$ cat config.mk
export PLATFORM = sky130hd
export DESIGN_NAME = symbol_table_engine_core
export DESIGN_NICKNAME = d
export VERILOG_FILES = /design/src/design/stec_pkg.sv /design/src/design/stec_front.sv /design/src/design/stec_queue.sv /design/src/design/stec_back.sv /design/src/design/symbol_table_engine_core.sv
export SDC_FILE = /design/constraint.sdc
export NUM_CORES = 2
export LEC_CHECK = 0
export ABC_AREA = 1
export BUFFER_PORTS_ARGS = -buffer_cell sky130_fd_sc_hd__buf_2
export CORE_MARGIN = 4
export CORE_UTILIZATION = 43
export DETAILED_ROUTE_END_ITERATION = 6
export SETUP_SLACK_MARGIN = 0.4
export SKIP_LAST_GASP = 1
export SLEW_MARGIN = 20
export SYNTH_ARGS = -nofsm -noshare
export SYNTH_HDL_FRONTEND = slang
export SYNTH_SLANG_ARGS = --single-unit
export TNS_END_PERCENT = 10
$ cat constraint.sdc
create_clock -name clock -period 15.21 [get_ports clock]
set_clock_uncertainty 0.05 [all_clocks]
set_input_delay 0.7605 -clock clock [delete_from_list [all_inputs] [get_ports clock]]
set_output_delay 0.7605 -clock clock [all_outputs]
set_load 0.01 [all_outputs]
$ cat src/design/stec_pkg.sv
// Shared types and constants of the symbol table engine.
// Request, response and internal command layouts, request and status codes.
// No dependencies.
package stec_pkg;

   localparam int KEY_BITS       = 64;
   localparam int NINTH_BITS     = 8;
   localparam int VALUE_BITS     = 32;
   localparam int CODE_BITS      = 3;
   localparam int RSP_COUNT_BITS = 6;
   localparam int NAME_MAX_BYTES = 16;
   localparam int NAME_MAX_BITS  = NAME_MAX_BYTES * 8;
   localparam int QUEUE_DEPTH    = 2;

   localparam logic [CODE_BITS-1:0] REQ_CLEAR   = 3'd0;
   localparam logic [CODE_BITS-1:0] REQ_CHECKED = 3'd1;
   localparam logic [CODE_BITS-1:0] REQ_PLAIN   = 3'd2;
   localparam logic [CODE_BITS-1:0] REQ_LOOKUP  = 3'd3;
   localparam logic [CODE_BITS-1:0] REQ_MODIFY  = 3'd4;

   localparam logic [CODE_BITS-1:0] ST_OK        = 3'd0;
   localparam logic [CODE_BITS-1:0] ST_NOT_FOUND = 3'd1;
   localparam logic [CODE_BITS-1:0] ST_FULL      = 3'd2;
   localparam logic [CODE_BITS-1:0] ST_DIGIT     = 3'd3;
   localparam logic [CODE_BITS-1:0] ST_DUP       = 3'd4;

   localparam logic [7:0] CHAR_ZERO = 8'h30;
   localparam logic [7:0] CHAR_NINE = 8'h39;

   typedef struct packed {
      logic [CODE_BITS-1:0]         req_type;
      logic [KEY_BITS-1:0]          key_first8;
      logic [NINTH_BITS-1:0]        key_ninth;
      logic signed [VALUE_BITS-1:0] item_value;
      logic [KEY_BITS-1:0]          new_key_first8;
      logic [NINTH_BITS-1:0]        new_key_ninth;
   } request_type;

   typedef struct packed {
      logic [CODE_BITS-1:0]         status;
      logic [RSP_COUNT_BITS-1:0]    location;
      logic signed [VALUE_BITS-1:0] found_value;
      logic [RSP_COUNT_BITS-1:0]    entry_count;
   } response_type;

   typedef struct packed {
      logic [CODE_BITS-1:0]         req_code;
      logic [NAME_MAX_BITS-1:0]     name;
      logic [NAME_MAX_BITS-1:0]     new_name;
      logic signed [VALUE_BITS-1:0] value;
      logic                         digit;
   } command_type;

   typedef struct packed {
      logic        empty;
      command_type data;
   } queue_head_type;

   typedef enum logic [1:0] {
      BACK_IDLE,
      BACK_EXEC,
      BACK_SCAN
   } back_state_type;

endpackage

$ cat src/design/stec_front.sv
// Front end of the symbol table engine: accepts requests and turns them into commands.
// Normalizes both names and flags a leading digit. Depends on stec_pkg.
module stec_front #(
   parameter int NAME_BYTES = 9
) (
   input  logic                  req_push,
   input  stec_pkg::request_type req_data,
   output logic                  req_full,
   input  logic                  q_full,
   output logic                  q_push,
   output stec_pkg::command_type q_data
);

   localparam int MaxBits = stec_pkg::NAME_MAX_BITS;

   function automatic logic [MaxBits-1:0] norm_name(
      input logic [stec_pkg::KEY_BITS-1:0]   first8,
      input logic [stec_pkg::NINTH_BITS-1:0] ninth
   );
      logic [MaxBits-1:0] result;
      logic               ended;
      logic [7:0]         b;
      result = '0;
      ended  = 1'b0;
      for (int k = 0; k < stec_pkg::NAME_MAX_BYTES; k++) begin
         if (k < 8) begin
            b = first8[63-8*k -: 8];
         end else if (k == 8) begin
            b = ninth;
         end else begin
            b = 8'h00;
         end
         if (k >= NAME_BYTES || ended) begin
            b = 8'h00;
         end
         if (b == 8'h00) begin
            ended = 1'b1;
         end
         result[MaxBits-1-8*k -: 8] = b;
      end
      return result;
   endfunction

   logic [MaxBits-1:0] name;

   always_comb begin
      name            = norm_name(req_data.key_first8, req_data.key_ninth);
      q_data.req_code = req_data.req_type;
      q_data.name     = name;
      q_data.new_name = norm_name(req_data.new_key_first8, req_data.new_key_ninth);
      q_data.value    = req_data.item_value;
      q_data.digit    = (name[MaxBits-1 -: 8] >= stec_pkg::CHAR_ZERO) &&
                        (name[MaxBits-1 -: 8] <= stec_pkg::CHAR_NINE);
   end

   assign req_full = q_full;
   assign q_push   = req_push && !q_full;

endmodule

$ cat src/design/stec_queue.sv
// Short command queue between the front end and the back end.
// Depends on stec_pkg for the command layout and depth.
module stec_queue (
   input  logic                     clock,
   input  logic                     reset,
   input  logic                     push,
   input  stec_pkg::command_type    push_data,
   output logic                     full,
   input  logic                     pop,
   output stec_pkg::queue_head_type head
);

   localparam int Depth    = stec_pkg::QUEUE_DEPTH;
   localparam int PtrBits  = (Depth > 1) ? $clog2(Depth) : 1;
   localparam int FillBits = $clog2(Depth + 1);
   localparam logic [PtrBits-1:0]  LastPtr   = PtrBits'(Depth - 1);
   localparam logic [FillBits-1:0] DepthFill = FillBits'(Depth);

   stec_pkg::command_type slot_ff [Depth];
   logic [PtrBits-1:0]    wr_ptr_ff, wr_ptr_in;
   logic [PtrBits-1:0]    rd_ptr_ff, rd_ptr_in;
   logic [FillBits-1:0]   fill_ff, fill_in;
   logic                  do_push, do_pop;

   assign full      = (fill_ff == DepthFill);
   assign head.empty = (fill_ff == '0);
   assign head.data  = slot_ff[rd_ptr_ff];
   assign do_push   = push && !full;
   assign do_pop    = pop && !head.empty;

   always_comb begin
      wr_ptr_in = wr_ptr_ff;
      rd_ptr_in = rd_ptr_ff;
      fill_in   = fill_ff;
      if (do_push) begin
         wr_ptr_in = (wr_ptr_ff == LastPtr) ? '0 : wr_ptr_ff + 1'b1;
      end
      if (do_pop) begin
         rd_ptr_in = (rd_ptr_ff == LastPtr) ? '0 : rd_ptr_ff + 1'b1;
      end
      if (do_push && !do_pop) begin
         fill_in = fill_ff + 1'b1;
      end else if (do_pop && !do_push) begin
         fill_in = fill_ff - 1'b1;
      end
   end

   always_ff @(posedge clock) begin
      if (reset) begin
         wr_ptr_ff <= '0;
         rd_ptr_ff <= '0;
         fill_ff   <= '0;
      end else begin
         wr_ptr_ff <= wr_ptr_in;
         rd_ptr_ff <= rd_ptr_in;
         fill_ff   <= fill_in;
      end
   end

   always_ff @(posedge clock) begin
      if (do_push) begin
         slot_ff[wr_ptr_ff] <= push_data;
      end
   end

endmodule

$ cat src/design/stec_back.sv
// Back end of the symbol table engine: executes commands against the table memory.
// Linear scan with one read port and one comparator, plus the response register.
// Depends on stec_pkg.
module stec_back #(
   parameter int TABLE_ENTRIES = 32,
   parameter int NAME_BYTES    = 9
) (
   input  logic                     clock,
   input  logic                     reset,
   input  stec_pkg::queue_head_type head,
   output logic                     q_pop,
   output logic                     rsp_empty,
   input  logic                     rsp_pop,
   output stec_pkg::response_type   rsp_data
);

   localparam int NameBits  = NAME_BYTES * 8;
   localparam int MaxBits   = stec_pkg::NAME_MAX_BITS;
   localparam int AddrBits  = (TABLE_ENTRIES > 1) ? $clog2(TABLE_ENTRIES) : 1;
   localparam int CountBits = $clog2(TABLE_ENTRIES + 1);
   localparam int RspBits   = stec_pkg::RSP_COUNT_BITS;
   localparam int ValBits   = stec_pkg::VALUE_BITS;
   localparam logic [CountBits-1:0] Capacity = CountBits'(TABLE_ENTRIES);
   localparam logic [CountBits-1:0] One      = CountBits'(1);

   logic [NameBits-1:0]       name_mem  [TABLE_ENTRIES];
   logic signed [ValBits-1:0] value_mem [TABLE_ENTRIES];

   stec_pkg::back_state_type  state_ff, state_in;
   stec_pkg::command_type     cmd_ff, cmd_in;
   logic [CountBits-1:0]      count_ff, count_in;
   logic [AddrBits-1:0]       iss_idx_ff, iss_idx_in;
   logic                      issuing_ff, issuing_in;
   logic [AddrBits-1:0]       cmp_idx_ff, cmp_idx_in;
   logic                      cmp_valid_ff, cmp_valid_in;
   logic [NameBits-1:0]       name_rd_ff;
   logic signed [ValBits-1:0] value_rd_ff;
   logic                      rsp_valid_ff, rsp_valid_in;
   stec_pkg::response_type    rsp_ff, rsp_in;

   logic                      wr_en;
   logic [AddrBits-1:0]       wr_addr;
   logic [NameBits-1:0]       wr_name;
   logic signed [ValBits-1:0] wr_value;
   logic                      rsp_load;
   logic [stec_pkg::CODE_BITS-1:0] res_status;
   logic [CountBits-1:0]      res_loc;
   logic signed [ValBits-1:0] res_value;
   logic [NameBits-1:0]       key;
   logic [CountBits-1:0]      count_plus, iss_next, cmp_loc;
   logic                      match;

   assign key        = cmd_ff.name[MaxBits-1 -: NameBits];
   assign count_plus = count_ff + One;
   assign iss_next   = CountBits'(iss_idx_ff) + One;
   assign cmp_loc    = CountBits'(cmp_idx_ff) + One;
   assign match      = (name_rd_ff == key);

   always_comb begin
      state_in     = state_ff;
      cmd_in       = cmd_ff;
      count_in     = count_ff;
      iss_idx_in   = iss_idx_ff;
      issuing_in   = issuing_ff;
      cmp_idx_in   = cmp_idx_ff;
      cmp_valid_in = 1'b0;
      q_pop        = 1'b0;
      wr_en        = 1'b0;
      wr_addr      = count_ff[AddrBits-1:0];
      wr_name      = key;
      wr_value     = cmd_ff.value;
      rsp_load     = 1'b0;
      res_status   = stec_pkg::ST_OK;
      res_loc      = '0;
      res_value    = '0;

      unique case (state_ff)
         stec_pkg::BACK_IDLE: begin
            if (!head.empty && (!rsp_valid_ff || rsp_pop)) begin
               q_pop    = 1'b1;
               cmd_in   = head.data;
               state_in = stec_pkg::BACK_EXEC;
            end
         end
         stec_pkg::BACK_EXEC: begin
            state_in = stec_pkg::BACK_IDLE;
            rsp_load = 1'b1;
            unique case (cmd_ff.req_code) inside
               stec_pkg::REQ_CLEAR: begin
                  count_in = '0;
               end
               stec_pkg::REQ_CHECKED, stec_pkg::REQ_PLAIN: begin
                  if (count_ff == Capacity) begin
                     res_status = stec_pkg::ST_FULL;
                  end else if (cmd_ff.req_code == stec_pkg::REQ_CHECKED && cmd_ff.digit) begin
                     res_status = stec_pkg::ST_DIGIT;
                  end else if (cmd_ff.req_code == stec_pkg::REQ_CHECKED && count_ff != '0) begin
                     rsp_load   = 1'b0;
                     iss_idx_in = '0;
                     issuing_in = 1'b1;
                     state_in   = stec_pkg::BACK_SCAN;
                  end else begin
                     wr_en    = 1'b1;
                     count_in = count_plus;
                     res_loc  = count_plus;
                  end
               end
               stec_pkg::REQ_LOOKUP, stec_pkg::REQ_MODIFY: begin
                  if (count_ff == '0) begin
                     res_status = stec_pkg::ST_NOT_FOUND;
                  end else begin
                     rsp_load   = 1'b0;
                     iss_idx_in = '0;
                     issuing_in = 1'b1;
                     state_in   = stec_pkg::BACK_SCAN;
                  end
               end
               default: begin
               end
            endcase
         end
         stec_pkg::BACK_SCAN: begin
            if (issuing_ff) begin
               iss_idx_in   = AddrBits'(iss_next);
               issuing_in   = (iss_next < count_ff);
               cmp_valid_in = 1'b1;
               cmp_idx_in   = iss_idx_ff;
            end
            if (cmp_valid_ff && (match || cmp_loc == count_ff)) begin
               issuing_in   = 1'b0;
               cmp_valid_in = 1'b0;
               rsp_load     = 1'b1;
               state_in     = stec_pkg::BACK_IDLE;
               if (match) begin
                  case (cmd_ff.req_code)
                     stec_pkg::REQ_CHECKED: begin
                        res_status = stec_pkg::ST_DUP;
                     end
                     stec_pkg::REQ_MODIFY: begin
                        wr_en     = 1'b1;
                        wr_addr   = cmp_idx_ff;
                        wr_name   = cmd_ff.new_name[MaxBits-1 -: NameBits];
                        res_loc   = cmp_loc;
                        res_value = value_rd_ff;
                     end
                     default: begin
                        res_loc   = cmp_loc;
                        res_value = value_rd_ff;
                     end
                  endcase
               end else if (cmd_ff.req_code == stec_pkg::REQ_CHECKED) begin
                  wr_en    = 1'b1;
                  count_in = count_plus;
                  res_loc  = count_plus;
               end else begin
                  res_status = stec_pkg::ST_NOT_FOUND;
               end
            end
         end
         default: begin
            state_in = stec_pkg::BACK_IDLE;
         end
      endcase

      rsp_in.status      = res_status;
      rsp_in.location    = RspBits'(res_loc);
      rsp_in.found_value = res_value;
      rsp_in.entry_count = RspBits'(count_in);
      rsp_valid_in       = rsp_load || (rsp_valid_ff && !rsp_pop);
   end

   always_ff @(posedge clock) begin
      if (reset) begin
         state_ff     <= stec_pkg::BACK_IDLE;
         count_ff     <= '0;
         issuing_ff   <= 1'b0;
         cmp_valid_ff <= 1'b0;
         rsp_valid_ff <= 1'b0;
      end else begin
         state_ff     <= state_in;
         count_ff     <= count_in;
         issuing_ff   <= issuing_in;
         cmp_valid_ff <= cmp_valid_in;
         rsp_valid_ff <= rsp_valid_in;
      end
   end

   always_ff @(posedge clock) begin
      cmd_ff     <= cmd_in;
      iss_idx_ff <= iss_idx_in;
      cmp_idx_ff <= cmp_idx_in;
      if (rsp_load) begin
         rsp_ff <= rsp_in;
      end
   end

   always_ff @(posedge clock) begin
      if (wr_en) begin
         name_mem[wr_addr]  <= wr_name;
         value_mem[wr_addr] <= wr_value;
      end
      name_rd_ff  <= name_mem[iss_idx_ff];
      value_rd_ff <= value_mem[iss_idx_ff];
   end

   assign rsp_empty = !rsp_valid_ff;
   assign rsp_data  = rsp_ff;

endmodule

$ cat src/design/symbol_table_engine_core.sv
// Symbol table engine: a table of named values searched linearly from the first entry.
// Use: requests are pushed on the req_ channel while req_full is low; each request gives
// exactly one response, popped on the rsp_ channel while rsp_empty is low, in order.
// Requests are clear, checked insert, plain insert, lookup and modify. Names are
// zero padded ASCII; locations are 1-based and 0 means none.
// Clear, plain insert, an insert rejected for a full table or a leading digit, and a
// request on an empty table are answered without a search. A request that searches
// the table reads one entry per cycle through the single read port of the table
// memory into one comparator, and the back end works on one request at a time.
// A two-entry command queue lets requests be pushed while the back end is busy
// or while a response waits; when the response is not popped, the back end holds
// and the queue fills, then req_full rises.
// Reset (synchronous, active high) empties the table and both channels; the table
// memory needs no clearing pass.
// Depends on stec_pkg, stec_front, stec_queue and stec_back.
module symbol_table_engine_core #(
   parameter int TABLE_ENTRIES = 32,
   parameter int NAME_BYTES    = 9
) (
   input  logic                   clock,
   input  logic                   reset,
   input  logic                   req_push,
   output logic                   req_full,
   input  stec_pkg::request_type  req_data,
   output logic                   rsp_empty,
   input  logic                   rsp_pop,
   output stec_pkg::response_type rsp_data
);

   logic                     q_full;
   logic                     q_push;
   logic                     q_pop;
   stec_pkg::command_type    q_data;
   stec_pkg::queue_head_type q_head;

   stec_front #(
      .NAME_BYTES(NAME_BYTES)
   ) u_front (
      .req_push(req_push),
      .req_data(req_data),
      .req_full(req_full),
      .q_full  (q_full),
      .q_push  (q_push),
      .q_data  (q_data)
   );

   stec_queue u_queue (
      .clock    (clock),
      .reset    (reset),
      .push     (q_push),
      .push_data(q_data),
      .full     (q_full),
      .pop      (q_pop),
      .head     (q_head)
   );

   stec_back #(
      .TABLE_ENTRIES(TABLE_ENTRIES),
      .NAME_BYTES   (NAME_BYTES)
   ) u_back (
      .clock    (clock),
      .reset    (reset),
      .head     (q_head),
      .q_pop    (q_pop),
      .rsp_empty(rsp_empty),
      .rsp_pop  (rsp_pop),
      .rsp_data (rsp_data)
   );

`ifndef SYNTHESIS
   a_reset_clears: assert property (@(posedge clock) reset |=> rsp_empty && !req_full)
      else $error("channels not empty after reset");

   a_full_count: assert property (@(posedge clock) disable iff (reset)
      (TABLE_ENTRIES < 64) && !rsp_empty && rsp_data.status == stec_pkg::ST_FULL
      |-> rsp_data.entry_count == TABLE_ENTRIES)
      else $error("full status with a table that is not full");

   a_loc_bound: assert property (@(posedge clock) disable iff (reset)
      (TABLE_ENTRIES < 64) && !rsp_empty && rsp_data.location != 0
      |-> rsp_data.location <= rsp_data.entry_count && rsp_data.status == stec_pkg::ST_OK)
      else $error("response location outside the stored entries");
`endif

endmodule
==> impl_metrics.csv <==
group,metric,value,unit
floorplanning,pin_count,232,
pwr,swShare,37.6,%
min_path,hold_path.startpoint,"req_data[101]",
pwr,totalPowerFinal,36.3,mW
sta,period_minus_slack,9.05,ns
final_layout,final_area,0.177,sq mm
pwr,vdd_ir_drop_max,0.000224,V
logic_synthesis,yosysUniqueCellTypes,57,
logic_synthesis,avgSynthCellArea,13.4,sq um
sta,setup_viol,0,
run_status,status,"complete, no violations",
setup_path,crit_path_start_kind,"flop",
sta,tightest_slew,1.22,ns
clocking,path_clk_slew,0.06,ns
floorplanning,initial_utilization,43.3,%
sta,timing.final.crit_share,59.5,%
setup_path,rr_startpoint,"u_back.cmd_ff[281]",
logic_synthesis,syn-num-nets,11880,
setup_path,required,15.71,ns
drt,firstDrtPassIters,7,
setup_path,path_class,"flop to flop",
clocking,clk_latency,0.98,ns
min_path,hold_path.class,"primary input to flop",
setup_path,critPathCaptureType,"flop",
pwr,intPower,22.7,mW
place,port_buffers,231,
floorplanning,num_rows,220,
sta,rsz0062_at_grt,"false",
clocking,clk_path_buf_depth,4,
sta,hold_viol,0,
clocking,numCtsBuffers,415,
drt,vias_per_cell,6.00,
grt,antenna_found_initial,28,
floorplanning,die_area,0.373,sq mm
drt,antenna_left,0,
place,dp_slack,6.39,ns
drt,vias,101719,
final_layout,final_common_cell,"edfxtp_1",
logic_synthesis,synth_cells,11682,
final_layout,final_cell_mix,"edfxtp_1 (3,925), nor2_1 (2,192), o21ai_0 (1,995), nand2_1 (925), o22ai_1 (804)",
grt,grt_util_all_layers,25.0,%
sta,slew_viol_final,0,
final_layout,nets,12009,
floorplanning,fp.dieH,611,um
place,place_area,0.163,sq mm
sta,fmax,111,MHz
sta,worst_slew_margin_rel,18.6,%
grt,overflow,0,
grt,grt_pass1_wl,692000,um
clocking,post_cts_resized,0,
logic_synthesis,ys.flop_type,"edfxtp_1",
job,drv_cap,0,
pwr,cellLeakagePower,57.9,nW
sta,worst_slack,6.16,ns
grt,grt_max_degree,190,
logic_synthesis,ys_seq_area_share,77.0,%
clocking,htree_levels,5,
grt,grt_pass1_vias,96779,
pwr,power.density,206,mW/mm^2
logic_synthesis,yosys_register_bits,4044,
final_layout,drive_above_1_share,9.57,%
setup_path,crit_path_start,"u_back.cmd_ff[281]",
pwr,p_sw,13.6,mW
final_layout,n_fill_cell,30513,
logic_synthesis,synth-edff-count,3925,
sta,fin_setup_tns,0,ns
setup_path,critPathArrivalTime,9.54,ns
final_layout,area_delta_synth_final,13.1,%
logic_synthesis,yosys_warnings,0,
logic_synthesis,synth-async-reset-ratio,0,%
sta,fin_hold_ws,0.0886,ns
pwr,clock_power_share,27.3,%
place,place_inst,16114,
place,place_congestion,0.864,
pwr,comb_power_share,32.0,%
floorplanning,die_w,611,um
final_layout,final-instance-count-excl-fill,16956,
clocking,clock-sinks,4044,
clocking,cts_root_buffer,"clkbuf_16",
drt,drc,0,
clocking,cts_tree,"done",
drt,drt-initial-drc-count,15299,
pwr,p_seq_share,40.7,%
place,dp_hpwl,259000,um
drt,wire_per_inst,28.4,um
logic_synthesis,netlist_area,0.156,sq mm
setup_path,worst-path-max-fanout,44,
final_layout,fin_util,49.0,%
drt,drt-total-wl,482000,um
floorplanning,core,0.360,sq mm
## metal layers
layer,vias to the layer above,track usage (%),wire length [um]
met5,-,0,7
li1,43513,-,-
met1,51300,37.1,200000
met3,777,4.14,51700
met2,6127,38.2,217000
met4,2,6.91,13300
## synth_stat cells (all sizes together) (21+ instances only)
master,instances,area [sq um]
edfxtp,3925,118000
nor2,2227,8360
o21ai,2001,10000
nand2,926,3480
o22ai,804,5030
clkbuf,731,2740
inv,243,912
o221ai,137,1200
dfxtp,119,2380
a21oi,114,582
mux2,66,743
nand3,64,340
xnor2,48,420
buf,43,196
a31oi,37,238
o31ai,25,188
o41ai,24,210
xor2,21,184
## state kept, by name, summed over array words and instances (netlist names), 5 cells and up
name and count:
u_back.count_ff 6, u_back.iss_idx_ff 5, u_back.value_mem 1024, u_back.cmd_ff 148, u_back.name_mem 2304, u_queue.slot_ff 360, u_back.wr_value 32, u_back.name_rd_ff 72
u_back.cmp_idx_ff 5, u_back.value_rd_ff 32, u_back.rsp_data 47
## power by group through the flow
stage / sequential [mW] / clock [mW] / combinational [mW]
2_1_floorplan: 15.0 / 0 / 6.39
3_3_place_gp: 15.1 / 0 / 11.1
3_5_place_dp: 15.0 / 0 / 11.3
4_1_cts: 14.8 / 10.0 / 11.4
5_1_grt: 14.8 / 10.5 / 12.4
6_report: 14.8 / 9.92 / 11.6
## final cells by class
class	instances	area (sq um)	area share, %
well taps	4773	5970	3.38
clock inverters	228	2010	1.14
flip-flops and latches	4044	120000	68.1
inverters	245	973	0.551
multi-input cells	6619	32400	18.3
diodes	19	47.5	0.0269
repair buffers	486	3690	2.09
clock buffers	542	11200	6.34
## critical path, stage by stage, from the launching register on
cell and delay [ns]:
edfxtp_1 0.41, xor2_1 0.18, nor4_1 0.38, nand2_1 0.42, nor4b_1 0.85, nand3_2 0.73, a21oi_4 0.43, nand2_4 0.11
clkinv_2 0.16, nand4_4 0.70, a31oi_2 0.75, nand3_2 0.49, nor2_4 0.90, buf_4 1.04, buf_4 0.85
## logic make-up after synthesis
logic type	share of synthesized area, %
compound gates	11.5
xor+xnor	0.387
fa+ha+maj	0.120
buf+inv	2.47
flops	77.0
mux	0.476
simple gates	8.03
## repair_timing
item | 4_1_cts | 5_1_grt
hold buffers | 50 | 0
setup buffers | 0 | 0
endpoints found under the hold margin | 99 | 0
endpoints found under the setup margin | 0 | 0
## worst paths after layout
kind | to | slack [ns] | cells past startpoint
max | u_back.name_mem[7][42] | 6.16 | 14
min | u_queue.slot_ff[1][30] | 0.09 | 1
max reg2reg | u_back.name_mem[7][42] | 6.16 | 14
min reg2reg | u_back.state_ff[0] | 0.44 | 2
No activity file was read; power rests on OpenSTA's default activity.
